==> config.mk <==
export PLATFORM = sky130hd
export DESIGN_NAME = bpa_controller
export DESIGN_NICKNAME = d
export VERILOG_FILES = /design/src/hw/rtl/bpa_pkg.sv /design/src/hw/rtl/bpa_controller.sv
export SDC_FILE = /design/constraint.sdc
export NUM_CORES = 1
export LEC_CHECK = 0
export BUFFER_PORTS_ARGS = -buffer_cell sky130_fd_sc_hd__buf_4
export CAP_MARGIN = 20
export CORE_MARGIN = 5
export CORE_UTILIZATION = 50
export DETAILED_ROUTE_END_ITERATION = 7
export PLACE_DENSITY = 0.75
export SYNTH_ARGS = -nofsm -noshare
export SYNTH_HDL_FRONTEND = slang
export SYNTH_SLANG_ARGS = --single-unit
==> constraint.sdc <==
create_clock -name clk -period 1.68 [get_ports clk]
set_input_delay 0.084 -clock clk [delete_from_list [all_inputs] [get_ports clk]]
set_output_delay 0.084 -clock clk [all_outputs]
set_load 0.1 [all_outputs]
==> src/hw/rtl/bpa_pkg.sv <==
// Shared types, constants and helper functions for the buddy page allocator.
// Used by the controller, the datapath and the top level.
`timescale 1ns / 1ps

package bpa_pkg;

  localparam int NUM_PAGES = 32768;
  localparam int TOP_ORDER = 14;
  localparam int NUM_ORD   = TOP_ORDER + 1;
  localparam int PAGE_W    = $clog2(NUM_PAGES);
  localparam int ORD_W     = $clog2(NUM_ORD);
  localparam int CNT_W     = 16;

  localparam logic [1:0] ST_OK        = 2'd0;
  localparam logic [1:0] ST_BAD_COUNT = 2'd1;
  localparam logic [1:0] ST_NO_BLOCK  = 2'd2;
  localparam logic [1:0] ST_RANGE     = 2'd3;

  typedef enum logic [1:0] {
    CMD_ADD   = 2'd0,
    CMD_ALLOC = 2'd1,
    CMD_FREE  = 2'd2,
    CMD_RSVD  = 2'd3
  } cmd_t;

  typedef enum logic [3:0] {
    DP_IDLE,
    DP_LOAD,
    DP_ADD_PICK,
    DP_FIND,
    DP_SPLIT_PICK,
    DP_SPLIT_L,
    DP_SPLIT_R,
    DP_TAKE,
    DP_MERGE_BUD,
    DP_MERGE_UBASE,
    DP_MERGE_UBUD,
    DP_MERGE_UP,
    DP_UNLINK,
    DP_APPEND,
    DP_CLEAR
  } dp_op_t;

  typedef enum logic [4:0] {
    S_CLEAR,
    S_IDLE,
    S_DISPATCH,
    S_ADD_PICK,
    S_FIND,
    S_SPLIT_CHK,
    S_SPLIT_L,
    S_SPLIT_R,
    S_TAKE_CHK,
    S_FIN_OK,
    S_FREE_RD,
    S_FREE_CHK,
    S_MERGE_CHK,
    S_MERGE_RD,
    S_MERGE_TEST,
    S_MERGE_UBUD,
    S_MERGE_UP,
    S_A_RD,
    S_A_UN,
    S_A_WR,
    S_U_RD,
    S_U_WR
  } state_t;

  typedef struct packed {
    logic       listed;
    logic [3:0] ord;
  } page_info_t;

  typedef struct packed {
    cmd_t cmd;
    logic bad;
    logic range_err;
    logic n_zero;
    logic found;
    logic split_more;
    logic li_empty;
    logic p_oob;
    logic rd_listed;
    logic merge_ok;
    logic bud_stop;
    logic clear_done;
  } dp_stat_t;

  function automatic logic [CNT_W-1:0] ord_pow(input logic [ORD_W-1:0] o);
    return CNT_W'(1) << o;
  endfunction

  // Largest order whose block fits in n, capped at the top order.
  function automatic logic [ORD_W-1:0] floor_ord(input logic [CNT_W-1:0] n);
    logic [ORD_W-1:0] r;
    r = '0;
    for (int i = 1; i <= TOP_ORDER; i++) begin
      if (n >= (CNT_W'(1) << i)) r = ORD_W'(i);
    end
    return r;
  endfunction

  // Smallest order whose block holds n pages, capped at the top order.
  function automatic logic [ORD_W-1:0] ceil_ord(input logic [CNT_W-1:0] n);
    logic [ORD_W-1:0] r;
    r = ORD_W'(TOP_ORDER);
    for (int i = TOP_ORDER; i >= 0; i--) begin
      if ((CNT_W'(1) << i) >= n) r = ORD_W'(i);
    end
    return r;
  endfunction

endpackage

==> src/hw/rtl/bpa_controller.sv <==
// Controller state machine of the buddy page allocator: sequences list
// operations for add, allocate and free. Depends on bpa_pkg.
`timescale 1ns / 1ps

module bpa_controller (
  input  logic              clk,
  input  logic              rst,
  input  logic              start,
  input  bpa_pkg::dp_stat_t stat,
  output bpa_pkg::dp_op_t   op,
  output logic              busy,
  output logic              done,
  output logic [1:0]        status
);
  import bpa_pkg::*;

  state_t     state;
  state_t     state_next;
  state_t     ret;
  state_t     ret_next;
  logic       fin;
  logic [1:0] fin_code;

  always_comb begin
    state_next = state;
    ret_next   = ret;
    unique case (state)
      S_CLEAR:    if (stat.clear_done) state_next = S_IDLE;
      S_IDLE:     if (start) state_next = S_DISPATCH;
      S_DISPATCH: begin
        if (stat.bad || stat.range_err) begin
          state_next = S_IDLE;
        end else begin
          unique case (stat.cmd)
            CMD_ADD:   state_next = S_ADD_PICK;
            CMD_ALLOC: state_next = S_FIND;
            CMD_FREE:  state_next = S_FREE_RD;
            default:   state_next = S_IDLE;
          endcase
        end
      end
      S_ADD_PICK: begin
        if (stat.n_zero) begin
          state_next = S_IDLE;
        end else begin
          ret_next   = S_ADD_PICK;
          state_next = S_A_RD;
        end
      end
      S_FIND:     state_next = stat.found ? S_SPLIT_CHK : S_IDLE;
      S_SPLIT_CHK: begin
        if (stat.split_more) begin
          ret_next   = S_SPLIT_L;
          state_next = S_U_RD;
        end else begin
          state_next = S_TAKE_CHK;
        end
      end
      S_SPLIT_L: begin
        ret_next   = S_SPLIT_R;
        state_next = S_A_RD;
      end
      S_SPLIT_R: begin
        ret_next   = S_SPLIT_CHK;
        state_next = S_A_RD;
      end
      S_TAKE_CHK: begin
        if (stat.li_empty) begin
          state_next = S_IDLE;
        end else begin
          ret_next   = S_FIN_OK;
          state_next = S_U_RD;
        end
      end
      S_FIN_OK:   state_next = S_IDLE;
      S_FREE_RD:  state_next = S_FREE_CHK;
      S_FREE_CHK: begin
        if (stat.rd_listed) begin
          state_next = S_IDLE;
        end else begin
          ret_next   = S_MERGE_CHK;
          state_next = S_A_RD;
        end
      end
      S_MERGE_CHK: state_next = stat.bud_stop ? S_IDLE : S_MERGE_RD;
      S_MERGE_RD:  state_next = S_MERGE_TEST;
      S_MERGE_TEST: begin
        if (!stat.merge_ok) begin
          state_next = S_IDLE;
        end else begin
          ret_next   = S_MERGE_UBUD;
          state_next = S_U_RD;
        end
      end
      S_MERGE_UBUD: begin
        ret_next   = S_MERGE_UP;
        state_next = S_U_RD;
      end
      S_MERGE_UP: begin
        ret_next   = S_MERGE_CHK;
        state_next = S_A_RD;
      end
      S_A_RD:  state_next = stat.p_oob ? ret : S_A_UN;
      S_A_UN:  state_next = S_A_WR;
      S_A_WR:  state_next = ret;
      S_U_RD:  state_next = S_U_WR;
      S_U_WR:  state_next = ret;
      default: state_next = S_IDLE;
    endcase
  end

  always_comb begin
    op       = DP_IDLE;
    fin      = 1'b0;
    fin_code = ST_OK;
    unique case (state)
      S_CLEAR: op = DP_CLEAR;
      S_IDLE:  if (start) op = DP_LOAD;
      S_DISPATCH: begin
        if (stat.bad) begin
          fin      = 1'b1;
          fin_code = ST_BAD_COUNT;
        end else if (stat.range_err) begin
          fin      = 1'b1;
          fin_code = ST_RANGE;
        end else if (stat.cmd == CMD_RSVD) begin
          fin      = 1'b1;
          fin_code = ST_BAD_COUNT;
        end
      end
      S_ADD_PICK: begin
        if (stat.n_zero) fin = 1'b1;
        else op = DP_ADD_PICK;
      end
      S_FIND: begin
        op = DP_FIND;
        if (!stat.found) begin
          fin      = 1'b1;
          fin_code = ST_NO_BLOCK;
        end
      end
      S_SPLIT_CHK: if (stat.split_more) op = DP_SPLIT_PICK;
      S_SPLIT_L:   op = DP_SPLIT_L;
      S_SPLIT_R:   op = DP_SPLIT_R;
      S_TAKE_CHK: begin
        op = DP_TAKE;
        if (stat.li_empty) begin
          fin      = 1'b1;
          fin_code = ST_NO_BLOCK;
        end
      end
      S_FIN_OK: fin = 1'b1;
      S_FREE_CHK: begin
        if (stat.rd_listed) begin
          fin      = 1'b1;
          fin_code = ST_BAD_COUNT;
        end
      end
      S_MERGE_CHK: begin
        if (stat.bud_stop) fin = 1'b1;
        else op = DP_MERGE_BUD;
      end
      S_MERGE_TEST: begin
        if (!stat.merge_ok) fin = 1'b1;
        else op = DP_MERGE_UBASE;
      end
      S_MERGE_UBUD: op = DP_MERGE_UBUD;
      S_MERGE_UP:   op = DP_MERGE_UP;
      S_A_UN:       op = DP_UNLINK;
      S_A_WR:       op = DP_APPEND;
      S_U_WR:       op = DP_UNLINK;
      default: begin
      end
    endcase
  end

  always_ff @(posedge clk) begin
    if (rst) begin
      state <= S_CLEAR;
      ret   <= S_IDLE;
      done  <= 1'b0;
    end else begin
      state <= state_next;
      ret   <= ret_next;
      done  <= fin;
    end
  end

  always_ff @(posedge clk) begin
    if (fin) status <= fin_code;
  end

  assign busy = (state != S_IDLE);

  a_done_idle: assert property (@(posedge clk) disable iff (rst)
    done |-> (state == S_IDLE))
    else $error("result strobe outside the idle state");
  a_done_single: assert property (@(posedge clk) disable iff (rst)
    done |=> !done)
    else $error("two results in consecutive cycles");
  a_accept_busy: assert property (@(posedge clk) disable iff (rst)
    (start && !busy) |=> (state == S_DISPATCH))
    else $error("accepted item did not reach dispatch");

endmodule

==> impl_results.md, run 1 <==
* Area Overhead vs Synth at 64.2%
* Crit path launch: state[1]$_SDFFE_PP0P_
* Outcome: complete, but fails checks
* CTS Buffer Depth at 2
* WL/cell at 20.4 um
* Layout net count at 284
* Post-DRT Antenna Nets at 0
* Max-slew headroom at 70.2%
* Sequential share of power at 35.3%
* Core Region at 2690 um2
* H-tree levels at 1
* Routed wire length at 5980 um
* Layout cells sized above 1 at 48.9%
* MaxCap Viol Count at 0
* Seq/Total Area, Yosys at 20.6%
* Detailed placement HPWL at 4210 um
* Syn_nets at 213
* Detail Route met3 WL at 710 um
* First-pass GRT wire length at 9130 um
* Die Area at 3870 um2
* Final Max Tran Viols at 0
* Drt drc at 0
* Final setup margin at -0.260 ns
* Finished Layout Cells at 293
* R2R Path Start: state[4]$_SDFFE_PP0P_
* Min cycle time layout at 1.94 ns
* Yosys warning count at 0
* Worst path arrival time at 1.86 ns
* Chip height at 62.2 um
* GR Overflow Total at 0
* Diode count at 0
* Fin. Hold Viols at 0
* Die W at 62.2 um
* Tcrit/Tclk final at 115%
* Pin count of the biggest net entering global routing at 14
* TritonCTS clock tree: yes
* Commonest non-fill, non-tap cell in the layout: buf_4
* Num ports at 24
* Most common flop cell mapped by yosys: dfxtp_1
* Sw power at 0.373 mW
* Buffers on Ports at 23
* Initial Util at 50.8%
* Clk pwr share at 23.8%
* Gate power share at 40.8%
* F_max at 515 MHz
* Met2 WL post-DR at 2730 um
* Ys async rst share at 0%
* PwrDens at 412 nW/um2
* Vias in the first global route at 1807
* Post-Route Skew at 0.00349 ns
* Post-synth EDFFs at 2
* Vias at 1923
* Top Layer Used: met4
* Worst vdd ir at 0.603 mV
* Cell Rows at 19
* Iteration count of the initial detailed-routing pass at 5
* Post-synthesis cell type count at 51
* Most frequent cells in the layout: 65 x buf_4, 14 x nor2_1, 14 x a21oi_1, 13 x nand2_1, 13 x o21ai_0
* Multi-input logic area at 1150 um2
* Root Buffer: clkbuf_4
* Total track usage at 29.4%
* Clock sink total at 13
* Filler cells at 163
* Yosys reg bits at 13
* Placed cell count at 280
* RSZ-0062 raised after global routing: yes
* FF+latch area at 294 um2
* Min-delay worst type: input port to register
* Sw Share at 40.4%
* Max FO, Critical Path at 4
* Initial antenna violation count at 0
* LEAKAGE at 0.940 nW
* CTS Buf Count at 3
* Least-Margin Pin Slew at 0.436 ns
* Hold-fix buffers, CTS at 0
* WL met1 at 2290 um
* Syn avg cell area at 7.10 um2
* Clock slew at reported path FFs at 0.10 ns
* Crit path required time at 1.60 ns
* Vias per cell at 6.56
* GPL Wtd Cong at 1.00
* Violated checks: setup timing
* Mapped Cells at 192
* Synthesized area at 1360 um2
* Hold_sp: rst
* Startpoint Class: register
* Int Power at 0.551 mW
* WHS at 0.0356 ns
* DR iter-0 viols at 224
* Worst-Skew Late Latency at 0.30 ns
* Crit Path Category: register to primary output
* Critical Path End Type: primary output
* Final setup violating endpoints at 13
-- state kept, by name, summed over array words and instances, names as in the netlist --
| register | count |
|---|---|
| done | 1 |
| ret | 5 |
| state | 5 |
| status | 2 |
-- layout make-up --
class / instances / share of cell area (%)
clock buffer: 3 / 1.01
timing repair buffer: 81 / 31.2
inverter: 9 / 1.51
tap: 31 / 1.73
multi-input combinational: 155 / 51.2
clock inverter: 1 / 0.223
sequential: 13 / 13.1
-- per-layer routing --
metal | GRT usage [%] | vias up
met5 | 0 | -
met4 | 8.67 | 0
met3 | 7.75 | 38
met2 | 47.5 | 135
met1 | 37.9 | 895
li1 | - | 855
-- timing repair --
action                     in CTS  in global routing
setup endpoints to repair      14                 16
buffers inserted                6                  3
resized for setup              39                 23
pin swaps                      10                 12
-- power by group through the flow --
stage | clock, mW | combinational (mW) | sequential, mW
floorplan | 0 | 0.192 | 0.338
global placement | 0 | 0.321 | 0.334
detailed placement | 0 | 0.324 | 0.334
CTS | 0.214 | 0.359 | 0.325
global route | 0.231 | 0.394 | 0.327
finish | 0.220 | 0.377 | 0.326
-- Yosys cell counts (2+ instances only) --
cell       n  area (um2)
a211oi_1   3        22.5
a21oi_1   17        85.1
a221oi_1   2        17.5
a31oi_1    7        43.8
a32oi_1    3        26.3
buf_2     11        55.1
buf_4      2        15.0
clkbuf_1   2        7.51
dfxtp_1   11         220
edfxtp_1   2        60.1
ha_1       5        62.6
inv_1      8        30.0
mux2_2     3        33.8
mux2i_1    2        20.0
nand2_1   14        52.6
nand2b_1   5        31.3
nand3_1    4        20.0
nand3b_1   5        37.5
nor2_1    17        63.8
nor2b_1    5        31.3
nor3_1    11        55.1
nor4_1     4        25.0
o211ai_1   3        22.5
o21ai_0   16        80.1
o22ai_1    4        25.0
-- worst paths after layout --
kind / to / slack [ns] / cells past startpoint
worst max-delay path: op[0] / -0.26 / 5
worst min-delay path: state[3]$_SDFFE_PP0P_ / 0.04 / 2
worst max register to register: status[0]$_DFFE_PP_ / -0.13 / 6
worst min register to register: ret[2]$_SDFFE_PP0P_ / 0.49 / 2
-- kinds of logic (layout without fill, tap and decap cells) --
family                   count (synthesis)  in the layout  synth area share [%]
flip-flops                              13             13                  20.6
multiplexers                             5              5                  3.94
AND/OR/NAND/NOR                         78             78                  30.8
buffers and inverters                   24             94                  8.16
AO/OA/AOI/OAI                           66             66                  31.3
adder cells (fa/ha/maj)                  5              5                  4.59
XOR/XNOR                                 1              1                 0.642
-- worst max-delay path, stage by stage (launching register included) --
cell      delay (ns)
dfxtp_4         0.37
buf_6           0.11
or3_4           0.32
mux2_4          0.27
o211ai_1        0.21
buf_6           0.26
-- metrics by stage --
step / power (mW) / setup WS [ns] / utilization (%) / instance area [um2] / TNS, ns
6_report: 0.923 / -0.260 / 83.4 / 2240 / -1.26
5_1_grt: 0.952 / -0.319 / 83.4 / 2240 / -2.20
4_1_cts: 0.899 / -0.246 / 78.8 / 2120 / -1.00
3_5_place_dp: 0.659 / -0.112 / 71.1 / 1910 / -0.829
3_3_place_gp: 0.655 / -0.0962 / 71.1 / 1910 / -0.676
2_1_floorplan: 0.530 / -0.984 / - / 1390 / -2.46
No activity file was read; power rests on OpenSTA's default activity.
==> run 2: changes to the inputs <==
--- a/config.mk
+++ b/config.mk
@@ -8,9 +8,8 @@
 export BUFFER_PORTS_ARGS = -buffer_cell sky130_fd_sc_hd__buf_4
 export CAP_MARGIN = 20
 export CORE_MARGIN = 5
-export CORE_UTILIZATION = 50
+export CORE_UTILIZATION = 36
 export DETAILED_ROUTE_END_ITERATION = 7
-export PLACE_DENSITY = 0.75
 export SYNTH_ARGS = -nofsm -noshare
 export SYNTH_HDL_FRONTEND = slang
 export SYNTH_SLANG_ARGS = --single-unit
==> constraint.sdc (replaced) <==
create_clock -name clk -period 1.68 [get_ports clk]
set_input_delay 0.084 -clock clk [delete_from_list [all_inputs] [get_ports clk]]
set_output_delay 0.084 -clock clk [all_outputs]
set_load 0.005 [all_outputs]
==> impl_results.md, run 2 (same netlist as run 1, synthesis figures left out) <==
* PwrDens at 408 nW/um2 (was 412 nW/um2)
* Startpoint Class: register (unchanged)
* Clock slew at reported path FFs at 0.06 ns (was 0.10 ns)
* Die W at 71.6 um (was 62.2 um)
* GPL Wtd Cong at 0.896 (was 1.00)
* Worst path slowest cell: dfxtp_4 (unchanged)
* Num ports at 24 (unchanged)
* Violated checks: setup timing (unchanged)
* Post-Route Skew at 0.00187 ns (was 0.00349 ns)
* Worst path bufs/invs at 1 (was 2)
* Initial antenna violation count at 0 (unchanged)
* CTS Buf Count at 3 (unchanged)
* TritonCTS clock tree: yes (unchanged)
* Chip height at 71.6 um (was 62.2 um)
* Tcrit/Tclk final at 103% (was 115%)
* Least-Margin Pin Slew at 0.444 ns (was 0.436 ns)
* Filler cells at 332 (was 163)
* Setup slack, reg-to-reg at -0.04 ns (was -0.13 ns)
* Max-slew headroom at 70.4% (was 70.2%)
* Core Region at 3660 um2 (was 2690 um2)
* CP peak stage delay at 0.36 ns (was 0.37 ns)
* Pin count of the biggest net entering global routing at 14 (unchanged)
* Area Overhead vs Synth at 59.1% (was 64.2%)
* Cell Rows at 22 (was 19)
* Min-delay worst type: input port to register (unchanged)
* Routed wire length at 5290 um (was 5980 um)
* Vias at 1828 (was 1923)
* CP Cell Sequence: buf_4 -> nor3b_4 -> nand4_1 -> o2111ai_4 -> mux2_2 (was buf_6 -> or3_4 -> mux2_4 -> o211ai_1 -> buf_6)
* First-pass GRT wire length at 7790 um (was 9130 um)
* Iteration count of the initial detailed-routing pass at 6 (was 5)
* Total track usage at 19.1% (was 29.4%)
* Hold-fix buffers, CTS at 0 (unchanged)
* Worst-Skew Late Latency at 0.24 ns (was 0.30 ns)
* Root Buffer: clkbuf_8 (was clkbuf_4)
* Detailed placement HPWL at 3720 um (was 4210 um)
* DP Area at 1870 um2 (was 1910 um2)
* Diode count at 0 (unchanged)
* CTS Buffer Depth at 2 (unchanged)
* WHS at 0.118 ns (was 0.0356 ns)
* Layout net count at 283 (was 284)
* Crit-path leading delay family: simple AND/OR/NAND/NOR gates (was flip-flops)
* DR iter-0 viols at 285 (was 224)
* Final setup margin at -0.0441 ns (was -0.260 ns)
* Finished Cell Area at 2170 um2 (was 2240 um2)
* Vias per cell at 5.92 (was 6.56)
* Final core occ at 59.3% (was 83.4%)
* Finished Layout Cells at 309 (was 293)
* Crit path required time at 1.81 ns (was 1.60 ns)
* Worst vdd ir at 0.429 mV (was 0.603 mV)
* WL/cell at 17.1 um (was 20.4 um)
* Critical Path End Type: register (was primary output)
* Max FO, Critical Path at 4 (unchanged)
* FF+latch area at 299 um2 (was 294 um2)
* Worst path arrival time at 1.86 ns (about the same)
* Placed cell count at 295 (was 280)
* Largest regs: ret (5), state (5), status (2) (unchanged)
* Post-DRT Antenna Nets at 0 (unchanged)
* Clock sink total at 13 (unchanged)
* Initial Util at 37.3% (was 50.8%)
* MaxCap Viol Count at 0 (unchanged)
* Layout cells sized above 1 at 46.4% (was 48.9%)
* LEAKAGE at 0.903 nW (was 0.940 nW)
* Drt drc at 0 (unchanged)
* Final setup violating endpoints at 3 (was 13)
* Final Max Tran Viols at 0 (unchanged)
* Commonest non-fill, non-tap cell in the layout: buf_4 (unchanged)
* H-tree levels at 1 (unchanged)
* Dpl ws at -0.0961 ns (was -0.112 ns)
* Vias in the first global route at 1630 (was 1807)
* Fin. Hold Viols at 0 (unchanged)
* Die Area at 5120 um2 (was 3870 um2)
* Outcome: complete, but fails checks (unchanged)
* Buffers on Ports at 23 (unchanged)
* Crit Path Category: register to register (was register to primary output)
* Multi-input logic area at 1120 um2 (was 1150 um2)
* Most frequent cells in the layout: 77 x buf_4, 15 x nor2_1, 14 x nand2_1, 14 x a21oi_1, 13 x o21ai_0 (was 65 x buf_4, 14 x nor2_1, 14 x a21oi_1, 13 x nand2_1, 13 x o21ai_0)
* Min cycle time layout at 1.72 ns (was 1.94 ns)
* RSZ-0062 raised after global routing: yes (unchanged)
* GR Overflow Total at 0 (unchanged)
* F_max at 580 MHz (was 515 MHz)
[run 2: final cells by class]
| cell class | instances | area share (%) |
|---|---|---|
| multi-input combinational | 155 | 51.6 |
| timing repair buffer | 80 | 28.2 |
| sequential | 13 | 13.8 |
| tap | 48 | 2.77 |
| clock buffer | 4 | 2.08 |
| inverter | 9 | 1.56 |
[run 2: path summary, 6_finish.rpt]
| path | start | end | cells after the start |
|---|---|---|---|
| worst max-delay path | state[4]$_SDFFE_PP0P_ | ret[1]$_SDFFE_PP0P_ | 5 |
| worst min-delay path | rst | state[2]$_SDFFE_PP0P_ | 2 |
| worst max register to register | state[4]$_SDFFE_PP0P_ | ret[1]$_SDFFE_PP0P_ | 5 |
| worst min register to register | ret[2]$_SDFFE_PP0P_ | ret[2]$_SDFFE_PP0P_ | 2 |
[run 2: power breakdown]
group / internal, mW / switching, mW
Sequential: 0.315 / 0.00672
Clock: 0.168 / 0.113
Combinational: 0.143 / 0.140
Total: 0.625 / 0.260
[run 2: per-layer routing]
| layer | share of wire [%] | vias to the layer above | wire [um] | global-route usage, % |
|---|---|---|---|---|
| met4 | 2.8 | 0 | 147 | 5.22 |
| met3 | 9.4 | 18 | 495 | 4.63 |
| met5 | 0 | - | 0 | 0 |
| met2 | 47 | 114 | 2460 | 29.7 |
| li1 | - | 852 | - | - |
| met1 | 41 | 844 | 2190 | 26.2 |
[run 2: timing repair]
| action | 4_1_cts | 5_1_grt |
|---|---|---|
| endpoints found under the setup margin | 14 | 13 |
| gates resized for setup | 19 | 27 |
| buffers inserted | 4 | 6 |
| pin swaps | 0 | 5 |
[run 2: stage by stage]
stage	setup TNS, ns	total power [mW]
3_5_place_dp	-0.699	0.563
6_report	-0.130	0.885
3_3_place_gp	-0.839	0.566
2_1_floorplan	0	0.430
5_1_grt	-0.699	0.934
4_1_cts	-0.236	0.854
[run 2: worst register-to-register path: cells and delay by family (launching register included)]
| kind | cells | cell delay (ns) |
|---|---|---|
| flops | 1 | 0.36 |
| mux | 1 | 0.36 |
| compound gates | 1 | 0.20 |
| buf+inv | 1 | 0.16 |
| simple gates | 2 | 0.53 |
==> run 3: changes to the inputs <==
--- a/config.mk
+++ b/config.mk
@@ -10,6 +10,8 @@
 export CORE_MARGIN = 5
 export CORE_UTILIZATION = 36
 export DETAILED_ROUTE_END_ITERATION = 7
+export GPL_TIMING_DRIVEN = 0
+export PLACE_DENSITY = 0.58
 export SYNTH_ARGS = -nofsm -noshare
 export SYNTH_HDL_FRONTEND = slang
 export SYNTH_SLANG_ARGS = --single-unit
==> impl_results.md, run 3 (same netlist as run 1, synthesis figures left out) <==
* RSZ-0062 raised after global routing: yes (unchanged)
* Total power at 0.832 mW (was 0.885 mW)
* Die W at 71.6 um (unchanged)
* Setup TNS at -0.109 ns (was -0.130 ns)
* CP peak stage delay at 0.35 ns (was 0.36 ns)
* Crit Path Category: register to primary output (was register to register)
* First-pass GRT wire length at 7640 um (was 7790 um)
* Tcrit/Tclk final at 105% (was 103%)
* Vias at 1713 (was 1828)
* Worst vdd ir at 0.342 mV (was 0.429 mV)
* Buffers on Ports at 23 (unchanged)
* Hold endpoint: status[1]$_DFFE_PP_ (was state[2]$_SDFFE_PP0P_)
* CTS Buf Count at 3 (unchanged)
* LEAKAGE at 0.771 nW (was 0.903 nW)
* Max-slew headroom at 69.2% (was 70.4%)
* CP Cell Sequence: buf_6 -> or3_4 -> mux2_2 -> o211ai_1 -> buf_4 (was buf_4 -> nor3b_4 -> nand4_1 -> o2111ai_4 -> mux2_2)
* Largest regs: ret (5), state (5), status (2) (unchanged)
* Setup slack, reg-to-reg at -0.02 ns (was -0.04 ns)
* Clock slew at reported path FFs at 0.05 ns (was 0.06 ns)
* Outcome: complete, but fails checks (unchanged)
* Routed wire length at 5030 um (was 5290 um)
* FF-to-FF path depth at 5 (unchanged)
* Layout net count at 257 (was 283)
* Vias in the first global route at 1584 (was 1630)
* Post-DRT Antenna Nets at 0 (unchanged)
* GR Overflow Total at 0 (unchanged)
* Final Max Tran Viols at 0 (unchanged)
* Min-delay worst type: input port to register (unchanged)
* Violated checks: setup timing (unchanged)
* Min cycle time layout at 1.76 ns (was 1.72 ns)
* F_max at 569 MHz (was 580 MHz)
* Clock sink total at 13 (unchanged)
* Pin count of the biggest net entering global routing at 11 (was 14)
* Critical Path End Type: primary output (was register)
* TritonCTS clock tree: yes (unchanged)
* PwrDens at 419 nW/um2 (was 408 nW/um2)
* Int Power at 0.587 mW (was 0.625 mW)
* Chip height at 71.6 um (unchanged)
* Most frequent cells in the layout: 45 x buf_4, 14 x nor2_1, 14 x nand2_1, 14 x a21oi_1, 13 x o21ai_0 (was 77 x buf_4, 15 x nor2_1, 14 x nand2_1, 14 x a21oi_1, 13 x o21ai_0)
* MaxCap Viol Count at 0 (unchanged)
* Vias per cell at 6.05 (was 5.92)
* Total track usage at 18.6% (was 19.1%)
* Diode count at 0 (unchanged)
* Hold-fix buffers, CTS at 0 (unchanged)
* WHS at 0.138 ns (was 0.118 ns)
* Core Region at 3660 um2 (unchanged)
* Sw Share at 29.4% (about the same)
* CTS Buffer Depth at 2 (unchanged)
* Startpoint Class: register (unchanged)
* H-tree levels at 1 (unchanged)
* Worst path arrival time at 1.67 ns (was 1.86 ns)
* Drt drc at 0 (unchanged)
* Crit path required time at 1.60 ns (was 1.81 ns)
* Layout cells sized above 1 at 39.1% (was 46.4%)
* Initial Util at 37.3% (unchanged)
* Cell Rows at 22 (unchanged)
* Worst path slowest cell: dfxtp_4 (unchanged)
* Num ports at 24 (unchanged)
* Commonest non-fill, non-tap cell in the layout: buf_4 (unchanged)
* Post-Route Skew at 0.00946 ns (was 0.00187 ns)
* Least-Margin Pin Slew at 0.462 ns (was 0.444 ns)
* GPL Wtd Cong at 0.969 (was 0.896)
* Filler cells at 342 (was 332)
* Sequential share of power at 39.2% (was 36.3%)
* WL/cell at 17.8 um (was 17.1 um)
* Initial antenna violation count at 0 (unchanged)
* Clk pwr share at 33.3% (was 31.7%)
* Worst-Skew Late Latency at 0.24 ns (about the same)
* Area Overhead vs Synth at 45.4% (was 59.1%)
* Die Area at 5120 um2 (unchanged)
* Fin. Hold Viols at 0 (unchanged)
* Detailed placement HPWL at 3390 um (was 3720 um)
* Max FO, Critical Path at 5 (was 4)
* Hold_sp: stat[9] (was rst)
* Hold depth at 2 (unchanged)
* Worst reg2reg endpoint: ret[3]$_SDFFE_PP0P_ (was ret[1]$_SDFFE_PP0P_)
* Iteration count of the initial detailed-routing pass at 4 (was 6)
* Final setup violating endpoints at 3 (unchanged)
* DR iter-0 viols at 140 (was 285)
* Gate power share at 27.5% (was 32.0%)
* Final setup margin at -0.0761 ns (was -0.0441 ns)
* R2R Path Start: state[0]$_SDFFE_PP0P_ (was state[4]$_SDFFE_PP0P_)
* Sw power at 0.245 mW (was 0.260 mW)
* Root Buffer: clkbuf_8 (unchanged)
-- run 3: cell types whose count changed in the layout (fill, tap and decap cells not counted), moves of 3 or more --
| cell | delta |
|---|---|
| nand2b_4 | -3 |
| buf_4 | -32 |
| buf_6 | +3 |
| nor3_2 | -3 |
-- run 3: power by group through the flow --
stage | Clock (mW) | Combinational [mW] | Sequential [mW]
final | 0.277 | 0.229 | 0.326
after global routing | 0.295 | 0.246 | 0.327
after CTS | 0.280 | 0.202 | 0.324
after detailed placement | 0 | 0.183 | 0.333
after global placement | 0 | 0.189 | 0.333
after floorplan | 0 | 0.0992 | 0.331
-- run 3: metal layers --
layer	part of all wire, %	GRT usage (%)
met3	9.7	5.33
met2	47	29.4
met4	3.1	4.59
met5	0	0
met1	40	24.8
-- run 3: worst max-delay path by stage --
stage,from,to,slack (ns),cells past startpoint
after floorplan,state[2]$_SDFFE_PP0P_,ret[1]$_SDFFE_PP0P_,0.06,6
after global placement,state[4]$_SDFFE_PP0P_,ret[3]$_SDFFE_PP0P_,-0.26,5
after detailed placement,state[4]$_SDFFE_PP0P_,ret[3]$_SDFFE_PP0P_,-0.22,5
after CTS,state[1]$_SDFFE_PP0P_,op[0],-0.09,5
after global routing,state[1]$_SDFFE_PP0P_,op[0],-0.15,6
final,state[1]$_SDFFE_PP0P_,op[0],-0.08,5
-- run 3: what timing repair did --
item | CTS | global route
endpoints found under the setup margin | 17 | 16
gates resized for setup | 28 | 36
setup buffers | 11 | 6
pin swaps | 5 | 8
-- run 3: layout make-up --
| class | count | area (um2) | area share (%) |
|---|---|---|---|
| Buffer | 14 | 131 | 6.62 |
| Tap cell | 48 | 60.1 | 3.03 |
| Sequential cell | 13 | 297 | 15.0 |
| Clock buffer | 4 | 45.0 | 2.27 |
| Multi-Input combinational cell | 155 | 1110 | 55.8 |
| Timing Repair Buffer | 40 | 300 | 15.1 |
| Inverter | 9 | 43.8 | 2.21 |
-- run 3: worst max-delay path, delay by kind of cell (launching register included) --
kind	cells	cell delay [ns]
buffers and inverters	2	0.26
muxes	1	0.28
and+or+nand+nor	1	0.34
AOI/OAI and AO/OA	1	0.20
DFF	1	0.35
-- run 3: per-stage QoR --
stage / instance area, um2 / cells / util [%] / setup slack [ns]
after floorplan: 1360 / 192 / - / 0.0575
after global placement: 1600 / 263 / 43.6 / -0.263
after detailed placement: 1600 / 263 / 43.6 / -0.219
after CTS: 1810 / 277 / 49.5 / -0.0930
after global routing: 1980 / 283 / 54.2 / -0.145
final: 1980 / 283 / 54.2 / -0.0761
